**src/rtl/output_select_by_overlap_assert.svh**
```systemverilog
// Assertion macros for the output selection block.
// Used by the top level; enabled unless SYNTH is defined.
`ifndef OUTPUT_SELECT_BY_OVERLAP_ASSERT_SVH
`define OUTPUT_SELECT_BY_OVERLAP_ASSERT_SVH
`ifndef SYNTH
`define OSBO_ASSERT_SAME(label, clk, rst, ante, cons) \
  label: assert property (@(posedge clk) disable iff (rst) (ante) |-> (cons)) \
    else $error("assertion failed");
`define OSBO_ASSERT_NEXT(label, clk, rst, ante, cons) \
  label: assert property (@(posedge clk) disable iff (rst) (ante) |=> (cons)) \
    else $error("assertion failed");
`else
`define OSBO_ASSERT_SAME(label, clk, rst, ante, cons)
`define OSBO_ASSERT_NEXT(label, clk, rst, ante, cons)
`endif
`endif

```
**src/rtl/osbo_pkg.sv**
```systemverilog
// Shared types and constants of the output selection block.
// No dependencies.
package osbo_pkg;

  localparam int COORD_W = 15;
  localparam int DIVD_W  = 17;
  localparam int REM_W   = 16;
  localparam int GEO_W   = 19;
  localparam int OV_W    = 15;
  localparam int AREA_W  = 30;

  localparam logic [1:0] STRAT_SMART   = 2'd0;
  localparam logic [1:0] STRAT_LARGER  = 2'd1;
  localparam logic [1:0] STRAT_SMALLER = 2'd2;

  localparam logic [1:0] CFG_SCREEN_W = 2'd0;
  localparam logic [1:0] CFG_SCREEN_H = 2'd1;
  localparam logic [1:0] CFG_STRATEGY = 2'd2;
  localparam logic [1:0] CFG_COUNT    = 2'd3;

  localparam logic ACT_WRITE = 1'b0;
  localparam logic ACT_QUERY = 1'b1;

  typedef enum logic [1:0] {ST_IDLE, ST_MOD, ST_SCAN, ST_FIN} state_t;

  typedef struct packed {
    logic [COORD_W-1:0] x;
    logic [COORD_W-1:0] y;
    logic [COORD_W-1:0] w;
    logic [COORD_W-1:0] h;
  } entry_t;

endpackage

```
**src/rtl/osbo_mod.sv**
```systemverilog
// Bit-serial truncating remainder of a signed dividend by an unsigned divisor.
// Depends on osbo_pkg.
module osbo_mod (
  input  logic                                clk,
  input  logic                                rst,
  input  logic                                start,
  input  logic signed [osbo_pkg::DIVD_W-1:0]  dividend,
  input  logic [osbo_pkg::COORD_W-1:0]        divisor,
  output logic                                done,
  output logic signed [osbo_pkg::REM_W-1:0]   remainder
);

  logic [osbo_pkg::DIVD_W-1:0]  mag;
  logic [osbo_pkg::COORD_W-1:0] rem;
  logic [osbo_pkg::COORD_W-1:0] dvs;
  logic [4:0]                   cnt;
  logic                         neg;
  logic                         run;
  logic [osbo_pkg::COORD_W:0]   trial;
  logic                         ge;

  assign trial = {rem, mag[osbo_pkg::DIVD_W-1]};
  assign ge    = trial >= {1'b0, dvs};

  always_ff @(posedge clk) begin
    if (rst) begin
      run  <= 1'b0;
      done <= 1'b0;
      cnt  <= '0;
    end else begin
      done <= 1'b0;
      if (start) begin
        run <= 1'b1;
        cnt <= 5'(osbo_pkg::DIVD_W);
        neg <= dividend[osbo_pkg::DIVD_W-1];
        mag <= dividend[osbo_pkg::DIVD_W-1] ? -dividend : dividend;
        rem <= '0;
        dvs <= divisor;
      end else if (run) begin
        rem <= ge ? osbo_pkg::COORD_W'(trial - {1'b0, dvs})
                  : trial[osbo_pkg::COORD_W-1:0];
        mag <= {mag[osbo_pkg::DIVD_W-2:0], 1'b0};
        cnt <= cnt - 5'd1;
        if (cnt == 5'd1) begin
          run  <= 1'b0;
          done <= 1'b1;
        end
      end
    end
  end

  assign remainder = neg ? -$signed({1'b0, rem}) : $signed({1'b0, rem});

endmodule

```
**src/rtl/osbo_table.sv**
```systemverilog
// Output rectangle table: one write port, one registered read port.
// Depends on osbo_pkg.
module osbo_table #(
  parameter int DEPTH = 16,
  parameter int IDX_W = $clog2(DEPTH)
) (
  input  logic                 clk,
  input  logic                 we,
  input  logic [IDX_W-1:0]     waddr,
  input  osbo_pkg::entry_t     wdata,
  input  logic                 re,
  input  logic [IDX_W-1:0]     raddr,
  output osbo_pkg::entry_t     rdata
);

  osbo_pkg::entry_t mem [DEPTH];

  always_ff @(posedge clk) begin
    if (we) begin
      mem[waddr] <= wdata;
    end
    if (re) begin
      rdata <= mem[raddr];
    end
  end

endmodule

```
**src/rtl/output_select_by_overlap.sv**
```systemverilog
// Output selection by overlap: a table write answers in the cycle after
// acceptance, as does a query with one output in use; any other query runs
// through the serial remainder, the geometry, one table read per entry
// through a three-stage scan, and the answer. One item at a time; the
// receiver cannot stall. Reset sets the registers to 1920, 1080, 1, 1; the
// table is not cleared.
module output_select_by_overlap #(
  parameter int MAX_OUTPUTS = 16
) (
  input  logic                               clk,
  input  logic                               rst,
  input  logic                               start,
  output logic                               busy,
  input  logic                               action,
  input  logic [3:0]                         entry_index,
  input  logic signed [15:0]                 pos_x,
  input  logic signed [15:0]                 pos_y,
  input  logic [14:0]                        size_w,
  input  logic [14:0]                        size_h,
  input  logic [7:0]                         border,
  output logic                               done,
  output logic [3:0]                         chosen_output,
  output logic                               was_query,
  input  logic                               cfg_valid,
  output logic                               cfg_ready,
  input  logic [1:0]                         cfg_index,
  input  logic [14:0]                        cfg_data
);

  localparam int IDX_W = $clog2(MAX_OUTPUTS);
  localparam int CNT_W = $clog2(MAX_OUTPUTS + 1);
  localparam int GW    = osbo_pkg::GEO_W;

  osbo_pkg::state_t state, state_next;

  logic [14:0] scr_w, scr_h;
  logic [1:0]  strategy;
  logic [4:0]  count;
  logic [14:0] sw_eff, sh_eff;
  logic [CNT_W-1:0] n_eff, n_q;

  logic accept, query_start, direct_resp;
  logic q_smart, q_larger;
  logic [15:0] gw_q, gh_q;
  logic signed [GW-1:0] gx_q, gy_q;
  logic signed [GW-1:0] gx_next, gy_next;
  logic signed [osbo_pkg::DIVD_W-1:0] dvd_x, dvd_y;
  logic mx_done, my_done;
  logic signed [osbo_pkg::REM_W-1:0] rem_x, rem_y;

  logic [CNT_W-1:0] issue_cnt;
  logic issuing, scan_done, mod_finish;
  logic rd_v, s1_v, s2_v;
  logic [IDX_W-1:0] rd_idx, s1_idx, s2_idx;
  osbo_pkg::entry_t rdata, wdata;
  logic [osbo_pkg::OV_W-1:0] ovx, ovy, ovx_next, ovy_next;
  logic [14:0] s1_w, s1_h;
  logic [osbo_pkg::AREA_W-1:0] s2_area, s2_sz;
  logic [osbo_pkg::AREA_W-1:0] best, tsize;
  logic [IDX_W-1:0] pick, tpick;
  logic [1:0] seen;
  logic tinit, fit0, fit;

  assign cfg_ready = 1'b1;
  assign sw_eff = (scr_w == '0) ? 15'd1 : scr_w;
  assign sh_eff = (scr_h == '0) ? 15'd1 : scr_h;
  assign n_eff  = (count == '0) ? CNT_W'(1) :
                  (int'(count) > MAX_OUTPUTS) ? CNT_W'(MAX_OUTPUTS) : CNT_W'(count);

  always_ff @(posedge clk) begin
    if (rst) begin
      scr_w    <= 15'd1920;
      scr_h    <= 15'd1080;
      strategy <= osbo_pkg::STRAT_LARGER;
      count    <= 5'd1;
    end else if (cfg_valid && cfg_ready) begin
      unique case (cfg_index)
        osbo_pkg::CFG_SCREEN_W: scr_w    <= cfg_data;
        osbo_pkg::CFG_SCREEN_H: scr_h    <= cfg_data;
        osbo_pkg::CFG_STRATEGY: strategy <= cfg_data[1:0];
        osbo_pkg::CFG_COUNT:    count    <= cfg_data[4:0];
      endcase
    end
  end

  assign accept      = start && !busy;
  assign query_start = accept && (action == osbo_pkg::ACT_QUERY) && (n_eff != CNT_W'(1));
  assign direct_resp = accept && !query_start;

  assign wdata = '{x: pos_x[14:0], y: pos_y[14:0], w: size_w, h: size_h};

  always_comb begin
    if (strategy == osbo_pkg::STRAT_SMART) begin
      dvd_x = {pos_x[15], pos_x};
      dvd_y = {pos_y[15], pos_y};
    end else begin
      dvd_x = {pos_x[15], pos_x} + $signed({3'b0, size_w[14:1]}) + $signed({9'b0, border});
      dvd_y = {pos_y[15], pos_y} + $signed({3'b0, size_h[14:1]}) + $signed({9'b0, border});
    end
  end

  osbo_mod u_mod_x (.clk, .rst, .start(query_start), .dividend(dvd_x), .divisor(sw_eff),
                    .done(mx_done), .remainder(rem_x));
  osbo_mod u_mod_y (.clk, .rst, .start(query_start), .dividend(dvd_y), .divisor(sh_eff),
                    .done(my_done), .remainder(rem_y));

  always_comb begin
    logic signed [GW-1:0] vx, vy, cx, cy, swx, shy;
    vx  = GW'(rem_x);
    vy  = GW'(rem_y);
    swx = $signed({4'b0, sw_eff});
    shy = $signed({4'b0, sh_eff});
    cx  = vx + $signed({4'b0, gw_q[15:1]});
    cy  = vy + $signed({4'b0, gh_q[15:1]});
    if (q_smart) begin
      gx_next = (cx < 0) ? vx + swx : (cx > swx) ? vx - swx : vx;
      gy_next = (cy < 0) ? vy + shy : (cy > shy) ? vy - shy : vy;
    end else begin
      gx_next = (vx < 0) ? vx + swx : vx;
      gy_next = (vy < 0) ? vy + shy : vy;
    end
  end

  always_ff @(posedge clk) begin
    if (query_start) begin
      q_smart  <= strategy == osbo_pkg::STRAT_SMART;
      q_larger <= strategy != osbo_pkg::STRAT_SMALLER;
      n_q      <= n_eff;
      if (strategy == osbo_pkg::STRAT_SMART) begin
        gw_q <= {1'b0, size_w} + {7'b0, border, 1'b0};
        gh_q <= {1'b0, size_h} + {7'b0, border, 1'b0};
      end else begin
        gw_q <= 16'd1;
        gh_q <= 16'd1;
      end
    end
    if (mod_finish) begin
      gx_q <= gx_next;
      gy_q <= gy_next;
    end
  end

  osbo_table #(.DEPTH(MAX_OUTPUTS)) u_table (
    .clk,
    .we(accept && (action == osbo_pkg::ACT_WRITE) && (int'(entry_index) < MAX_OUTPUTS)),
    .waddr(IDX_W'(entry_index)),
    .wdata,
    .re(issuing),
    .raddr(issue_cnt[IDX_W-1:0]),
    .rdata
  );

  always_comb begin
    logic signed [GW-1:0] ox, oy, lo, hi, oxe, oye, gxe, gye;
    ox  = $signed({4'b0, rdata.x});
    oy  = $signed({4'b0, rdata.y});
    oxe = ox + $signed({4'b0, rdata.w});
    oye = oy + $signed({4'b0, rdata.h});
    gxe = gx_q + $signed({3'b0, gw_q});
    gye = gy_q + $signed({3'b0, gh_q});
    lo  = (ox > gx_q) ? ox : gx_q;
    hi  = (oxe < gxe) ? oxe : gxe;
    ovx_next = (hi > lo) ? osbo_pkg::OV_W'(hi - lo) : '0;
    lo  = (oy > gy_q) ? oy : gy_q;
    hi  = (oye < gye) ? oye : gye;
    ovy_next = (hi > lo) ? osbo_pkg::OV_W'(hi - lo) : '0;
  end

  assign fit0 = q_larger ? (s2_sz != '0) : 1'b1;
  assign fit  = tinit ? fit0 : (q_larger ? (s2_sz > tsize) : (s2_sz < tsize));

  always_ff @(posedge clk) begin
    if (rst) begin
      rd_v <= 1'b0;
      s1_v <= 1'b0;
      s2_v <= 1'b0;
    end else begin
      rd_v <= issuing;
      s1_v <= rd_v;
      s2_v <= s1_v;
    end
    rd_idx  <= issue_cnt[IDX_W-1:0];
    s1_idx  <= rd_idx;
    s2_idx  <= s1_idx;
    ovx     <= ovx_next;
    ovy     <= ovy_next;
    s1_w    <= rdata.w;
    s1_h    <= rdata.h;
    s2_area <= osbo_pkg::AREA_W'(ovx) * osbo_pkg::AREA_W'(ovy);
    s2_sz   <= osbo_pkg::AREA_W'(s1_w) * osbo_pkg::AREA_W'(s1_h);
    if (mod_finish) begin
      issue_cnt <= '0;
      best      <= '0;
      pick      <= '0;
      seen      <= '0;
      tpick     <= '0;
      tinit     <= 1'b1;
      tsize     <= '0;
    end else begin
      if (issuing) begin
        issue_cnt <= issue_cnt + CNT_W'(1);
      end
      if (s2_v) begin
        if (s2_area > best) begin
          best  <= s2_area;
          pick  <= s2_idx;
          seen  <= 2'd1;
          tpick <= fit0 ? s2_idx : '0;
          tsize <= s2_sz;
          tinit <= !fit0;
        end else if (s2_area == best) begin
          seen <= (seen == 2'd2) ? 2'd2 : seen + 2'd1;
          if (fit) begin
            tpick <= s2_idx;
            tsize <= s2_sz;
            tinit <= 1'b0;
          end
        end
      end
    end
  end

  always_ff @(posedge clk) begin
    if (rst) begin
      state <= osbo_pkg::ST_IDLE;
      done  <= 1'b0;
    end else begin
      state <= state_next;
      done  <= direct_resp || (state == osbo_pkg::ST_FIN);
    end
    if (direct_resp) begin
      chosen_output <= 4'd0;
      was_query     <= action;
    end else if (state == osbo_pkg::ST_FIN) begin
      chosen_output <= 4'((seen == 2'd2) ? tpick : pick);
      was_query     <= 1'b1;
    end
  end

  always_comb begin
    state_next = state;
    unique case (state)
      osbo_pkg::ST_IDLE: if (query_start) state_next = osbo_pkg::ST_MOD;
      osbo_pkg::ST_MOD:  if (mx_done) state_next = osbo_pkg::ST_SCAN;
      osbo_pkg::ST_SCAN: if (scan_done) state_next = osbo_pkg::ST_FIN;
      osbo_pkg::ST_FIN:  state_next = osbo_pkg::ST_IDLE;
    endcase
  end

  always_comb begin
    busy       = state != osbo_pkg::ST_IDLE;
    mod_finish = (state == osbo_pkg::ST_MOD) && mx_done;
    issuing    = (state == osbo_pkg::ST_SCAN) && (issue_cnt < n_q);
    scan_done  = (state == osbo_pkg::ST_SCAN) && (issue_cnt == n_q) && !rd_v && !s1_v && !s2_v;
  end

`include "output_select_by_overlap_assert.svh"

  `OSBO_ASSERT_SAME(a_done_idle, clk, rst, done, !busy)
  `OSBO_ASSERT_SAME(a_mod_pair, clk, rst, mx_done, my_done)
  `OSBO_ASSERT_SAME(a_scan_only, clk, rst, s2_v, state == osbo_pkg::ST_SCAN)
  `OSBO_ASSERT_NEXT(a_query_goes, clk, rst, start && !busy && action, busy || done)

endmodule
```
**config.mk**
```make
export PLATFORM = sky130hd
export DESIGN_NAME = output_select_by_overlap
export DESIGN_NICKNAME = d
export VERILOG_FILES = /design/src/rtl/osbo_pkg.sv /design/src/rtl/osbo_mod.sv /design/src/rtl/osbo_table.sv /design/src/rtl/output_select_by_overlap.sv
export VERILOG_INCLUDE_DIRS = /design/src /design/src/rtl
export SDC_FILE = /design/constraint.sdc
export NUM_CORES = 2
export LEC_CHECK = 0
export BUFFER_PORTS_ARGS = -buffer_cell sky130_fd_sc_hd__buf_2
export CAP_MARGIN = 20
export CORE_ASPECT_RATIO = 1.75
export CORE_MARGIN = 2
export CORE_UTILIZATION = 55
export CTS_CLUSTER_DIAMETER = 60
export CTS_CLUSTER_SIZE = 14
export DETAILED_ROUTE_END_ITERATION = 12
export MAX_ROUTING_LAYER = met4
export PLACE_DENSITY = 0.74
export REMOVE_ABC_BUFFERS = 1
export SYNTH_ARGS = -nofsm -noshare
export SYNTH_HDL_FRONTEND = slang
export SYNTH_SLANG_ARGS = --single-unit
export TNS_END_PERCENT = 50
```
**constraint.sdc**
```tcl
create_clock -name clk -period 8.5 [get_ports clk]
set_clock_uncertainty 0.1 [all_clocks]
set_input_delay 0.425 -clock clk [delete_from_list [all_inputs] [get_ports clk]]
set_output_delay 0.425 -clock clk [all_outputs]
set_load 0.005 [all_outputs]
```
---- Word level (Yosys, flattened, before mapping) ----
Memory sizes are Yosys's and may differ from the RTL's. A register that Yosys moved wholly into a read port is not among the register bits.
Cells that the tools add are included.
word-level totals
  bits in writable memories ............... 960
  output and inout bits ................... 8
  memories kept ........................... 1
  bits in registers ....................... 442
  input port bits ......................... 96
  logic and storage cells ................. 228
memories
  name         words  bits a word  read ports  clocked after Yosys merged registers in  wr ports  RTL line          text
  u_table.mem  16     60           1           1                                        1         osbo_table.sv:16  osbo_pkg::entry_t mem [DEPTH];
operators by class
  magnitude comparators ................... 19
  muxes and demuxes ....................... 66
  multipliers ............................. 2
  equality and inequality tests ........... 16
  bitwise operators ....................... 3
  $add $sub $neg .......................... 28
  reductions and logical operators ........ 44
operators by type and width
  cell                                                         count
  two-way mux 19 bit                                           12
  two-way mux 17 bit                                           8
  two-way mux 15 bit                                           6
  two-way mux 30 bit                                           3
  adder 16 x 16 -> 17 bit                                      4
  > comparator 30 bit                                          2
  multiplier 15 x 15 -> 30 bit                                 2
  subtractor 15 bit                                            4
  adder 19 x 17 -> 19 bit                                      2
  > comparator 16 x 19 -> 1 bit                                2
  > comparator 19 bit                                          2
  less-than comparator 17 x 19 -> 1 bit                        2
  adder 16 x 15 -> 17 bit                                      2
  adder 17 x 8 -> 17 bit                                       2
  > comparator 17 x 16 -> 1 bit                                2
  less-than comparator 17 x 1 -> 1 bit, second input constant  2
  negation 17 bit                                              2
  subtractor 16 x 16 -> 17 bit                                 2
  adder 15 x 15 -> 16 bit                                      2
  adder 15 x 9 -> 16 bit                                       2
  greater-or-equal comparator 16 x 15 -> 1 bit                 2
  less-than comparator 16 x 1 -> 1 bit, second input constant  2
  two-way mux 16 bit                                           2
  negation 15 -> 16 bit                                        2
  32 further kinds                                             105

---- Logic depth before layout (Yosys ltp) ----
  word-level depth ........................ 8
  mapped depth ............................ 35
  mapped depth without buffers ............ 33

---- Hierarchy ----
From an unflattened synthesis, not the netlist that was laid out.
second synthesis, totals
  cell total of the unflattened synthesis .. 7059
  area, all modules ....................... 85918.7 um^2
modules (own cells, without submodules)
  module                    sequential area each (um^2)  cells each  times used  area an instance (um^2)
  output_select_by_overlap  7327.0                       4809        1           41124.4
  osbo_table                30629.4                      1548        1           37707.4
  osbo_mod                  1581.5                       351         2           3543.4

---- Worst setup path after synthesis ----
No wires, ideal clock.
  path kind ............................... reg2reg
  from .................................... reg u_table.rdata[1] (netlist name)
  to ...................................... reg ovy[5] in the netlist's numbering
  path buffers ............................ 3
  data required time ...................... 8.266 ns
  data arrival time ....................... 6.787 ns
  period minus slack after synthesis ...... 7.020 ns
  cell stages (with the launch flop) ...... 32
  library setup time ...................... 0.134 ns
  slack ................................... 1.480 ns
  cells stage by stage .................... edfxtp_1 ha_1 a21o_1 a21oi_1 nor2b_1 o21a_1 o41a_1 a21o_1 a21oi_1 xnor2_1 ha_1 a21oi_1 o21ai_0 maj3_1 a2111oi_0 nor3_1 o31ai_1 ha_1 clkbuf_1 buf_1 o21ai_0 ha_1 nor2b_1 o21ai_0 a21boi_0 o21ai_0 a21boi_0 o21ai_0 a31oi_1 o31ai_1 clkbuf_1 nor3_1
on the way
  cells in the longest elaborated chain, start to end .. 4
  elaborated cells between the ends (all ways) .. 5
  classes of those cells .................. add/sub (2); order compare (2); mux (1)
ends and longest elaborated chain
  item                                                             RTL line                         text
  adder 15 x 15 -> 16 bit (*)                                      output_select_by_overlap.sv:158  oye = oy + $signed({4'b0, rdata.h});
  less-than comparator 17 x 19 -> 1 bit                            output_select_by_overlap.sv:165  hi = (oye < gye) ? oye : gye;
  two-way mux 19 bit (*)                                           output_select_by_overlap.sv:165
  > comparator 19 bit / subtractor 15 bit (equally long branches)  output_select_by_overlap.sv:166  ovy_next = (hi > lo) ? osbo_pkg::OV_W'(hi - lo) : '0;
  end signal: assignment                                           output_select_by_overlap.sv:186  ovy <= ovy_next;
  end: declaration                                                 output_select_by_overlap.sv:56   logic [osbo_pkg::OV_W-1:0] ovx, ovy, ovx_next, ovy_next;
Mark *: on every way between the ends. The rest lies on a longest branch, timed or not.
A chain may end at the register's enable or synchronous reset.

---- Final worst setup path ----
  from .................................... reg gh_q[1]
  to ...................................... reg ovy[2] in the netlist's numbering
on the way
  cells in the longest elaborated chain, start to end .. 4
  elaborated cells between the ends (all ways) .. 5
  classes of those cells .................. add/sub (2); order compare (2); mux (1)
ends and longest elaborated chain
  item                                                             RTL line                         text
  start: declaration                                               output_select_by_overlap.sv:44   logic [15:0] gw_q, gh_q;
  start signal: assignment                                         output_select_by_overlap.sv:131  gh_q <= {1'b0, size_h} + {7'b0, border, 1'b0};
  adder 19 x 17 -> 19 bit (*)                                      output_select_by_overlap.sv:160  gye = gy_q + $signed({3'b0, gh_q});
  less-than comparator 17 x 19 -> 1 bit                            output_select_by_overlap.sv:165
  two-way mux 19 bit (*)                                           output_select_by_overlap.sv:165
  > comparator 19 bit / subtractor 15 bit (equally long branches)  output_select_by_overlap.sv:166
Marked as above.

==> impl_metrics.csv <==
group,metric,value,unit
global_route,grtUsageMet2,0.566,
placement,place.gp.congestion,0.988,
drt,post_drt_via_cell_ratio,6.22,
setup_path,path_depth,30,
floorplanning,coreArea,156000,um2
setup_path,rr_startpoint,"gh_q[1]",
synthesis,yosysMostFrequentCell,"edfxtp_1",
synthesis,synth_top_area_frac,0.415,
drt,vias,57052,
synthesis,yosys.area.top_type,"edfxtp_1",
timing,max_slew_margin,0.261,
setup_path,crit_top_cell,"o21ai_0",
timing,setup_viol,0,
setup_path,slowest_stage,"edfxtp_1",
setup_path,crit_type,"register to register",
timing,finalCritPeriodShare,0.875,
power,power.share.switching,0.390,
global_route,grt_max_degree,117,
layout,nets,8157,
power,p_leak,35.8,nW
timing,finalCriticalPeriod,7440,ps
floorplanning,num_rows,192,
synthesis,synth.cell_area,86100,um2
timing,slew_viol_final,0,
drt,drc,0,
drt,wl_per_cell,26.6,um
setup_path,cp_num_buf_inv,1,
floorplanning,dieArea,160000,um2
setup_path,cp.required,9050,ps
placement,dp_hpwl,175000,um
synthesis,syn_area_per_cell,12.4,um2
timing,setup_tns,0,ps
global_route,gr-usage-all-layers,0.316,
layout,drive_gt1_frac,0.104,
clock_network,post_cts_buffers,0,
floorplanning,start_util,0.552,
power,p_total,28.2,mW
layout,utilization,0.599,
global_route,grt_pass1_vias,59408,
drt,drt.antenna.violating_nets,0,
clock_network,cts_max_path_buffers,3,
layout,postLayoutCellArea,93300,um2
drt,routed_wl,244000,um
setup_path,r2r-end,"ovy[2]",
placement,port_buffers,102,
synthesis,synth_cell_types,100,
setup_path,critPathLaunchType,"register",
global_route,grt.busiest_layer,"met2",
synthesis,syn_inst,6950,
global_route,grt_use_met3,0.0419,
worst_hold_path,whs_path_depth,1,
placement,place_ws,1110,ps
synthesis,async_flop_share,0,
floorplanning,die_x,303,um
synthesis,yosysWarnings,0,
setup_path,crit_family,"compound AO/OA/AOI/OAI gates",
clock_network,cts_sinks,1458,
run,maxCapViolCount,0,
clock_network,cts_max_level,3,
power,power.density,302,nW/um2
worst_hold_path,min_path_type,"primary input to register",
placement,place_area,89000,um2
floorplanning,die_h,527,um
timing,rsz0062_at_grt,"false",
status,status,"finished clean",
clock_network,cts_hold_buffers,68,
synthesis,seq_area_frac_synth,0.477,
drt,dr.first_iter.drc_count,4390,
global_route,grt_pass1_wl,362000,um
power,p_sw,11.0,mW
synthesis,synth_edf_count,1190,
layout,area_growth,8.42,%
setup_path,crit_fanout,15,
global_route,antenna_found_initial,28,
global_route,overflow,0,
power,irDropWorstVdd,0.336,mV
setup_path,reg2reg_depth,30,
setup_path,cp-end-kind,"register",
setup_path,cp-startpoint,"gh_q[1]",
clock_network,cts.repair.resized,0,
power,power_frac_clock,0.186,
synthesis,synth.ff_latch_count,1458,
power,power.internal,17.2,mW
clock_network,clkTransAtPathRegs,70,ps
synthesis,synthTopCellsByArea,"edfxtp_1, ha_1, fa_1",
timing,fmaxAchievable,134,MHz
timing,worstMarginPinSlew,1110,ps
timing,finalHoldViolations,0,
power,combPwrFrac,0.496,
synthesis,ys.flop_type,"edfxtp_1",
floorplanning,ioPinCount,104,
clock_network,numCtsBuffers,121,
timing,fin_ws,1060,ps
global_route,gr-usage-met1,0.318,
clock_network,clock_latency,790,ps
setup_path,worstPathArrival,7990,ps
clock_network,cts_root_buf,"clkbuf_16",
clock_network,cts_tree,"built",
power,seq_power_share,0.318,
setup_path,critPathMaxStageDelay,480,ps
setup_path,critPathCapture,"ovy[2]",
layout,fillerInstances,11984,
synthesis,synth_common_cells,"edfxtp_1, ha_1, inv_1",
setup_path,reg2reg_slack,1060,ps
drt,first_pass_iters,5,
==> registers in the layout (all words and copies together) (netlist names), 17 cells and up <==
| register | count |
|---|---|
| s2_area | 30 |
| s2_sz | 30 |
| gy_q | 17 |
| tsize | 30 |
| u_table.mem | 960 |
| u_mod_x.mag | 17 |
| best | 30 |
| u_mod_y.mag | 17 |
| gx_q | 17 |
| u_table.rdata | 60 |
==> power by group through the flow <==
stage	clock network (mW)	logic (mW)	registers (mW)
2_1_floorplan	0	10.9	9.01
3_3_place_gp	0	13.4	9.11
3_5_place_dp	0	13.8	9.13
4_1_cts	5.34	14.0	8.98
5_1_grt	5.57	15.7	8.98
6_report	5.25	14.0	8.95
==> cells by family after synthesis <==
logic type      after synthesis  share of synthesized area
simple gates               1704                     0.0942
buf+inv                     914                     0.0403
xor+xnor                    287                     0.0292
mux                         420                     0.0927
fa+ha+maj                  1009                      0.179
compound gates             1157                     0.0874
flops                      1458                      0.477
other cells                   1                  0.0000436
==> final cells by class <==
class,count,area (um2),area share
Clock buffer,164,3230,0.0346
Inverter,634,2380,0.0255
Antenna cell,20,50.0,0.000536
Timing Repair Buffer,261,1980,0.0213
Sequential cell,1458,41100,0.441
Tap cell,2037,2550,0.0273
Multi-Input combinational cell,4578,41700,0.447
Clock inverter,20,299,0.00320
==> worst min path at each step <==
stage	from	end	slack (ps)
after global routing	size_h[1]	u_table.mem[6][1]	7
after detailed placement	rd_idx[2]	s1_idx[2]	210
final	size_w[1]	u_table.mem[8][16]	20
after floorplan	rd_idx[0]	s1_idx[0]	210
after global placement	rd_idx[0]	s1_idx[0]	210
after CTS	size_h[1]	u_table.mem[7][1]	1
==> layout by cell type (no fill, tap or decap), types with 16 or more instances in the layout <==
master         count
edfxtp_1        1190
ha_1             639
inv_1            630
nand2_1          556
nor2_1           400
fa_1             368
a21oi_1          332
mux4_2           300
dfxtp_1          264
o21ai_0          242
xnor2_1          213
and2_1           204
clkbuf_16        122
nor3_1           113
mux2i_1          113
buf_2            102
a21o_1            98
nand3_1           87
buf_4             83
xor2_1            74
o21a_1            71
dlygate4sd3_1     68
nor2b_1           56
nand4_1           55
a211oi_1          52
nand2b_1          44
o211ai_1          42
clkbuf_1          40
and3_1            37
o31ai_1           32
or3_1             31
a31oi_1           31
o21bai_1          31
nor4_1            28
diode_2           20
a31o_2            19
o22ai_1           18
or2_2             18
a2111oi_0         16
a21boi_0          16
==> through the flow <==
step	hold slack (ps)	instances
after floorplan	210	6670
after global placement	214	8895
after detailed placement	213	8896
after CTS	1.11	9148
after global routing	7.11	9171
final	24.9	9172
==> per-layer routing <==
layer  vias to the layer above  wire [um]  share of wire
met5                         -          0              0
met4                         0      18400          0.075
met3                       750      12900          0.053
met2                      2159     132000           0.54
met1                     28786      80700           0.33
li1                      25357          -              -
Power figures use the tool's default switching activity.
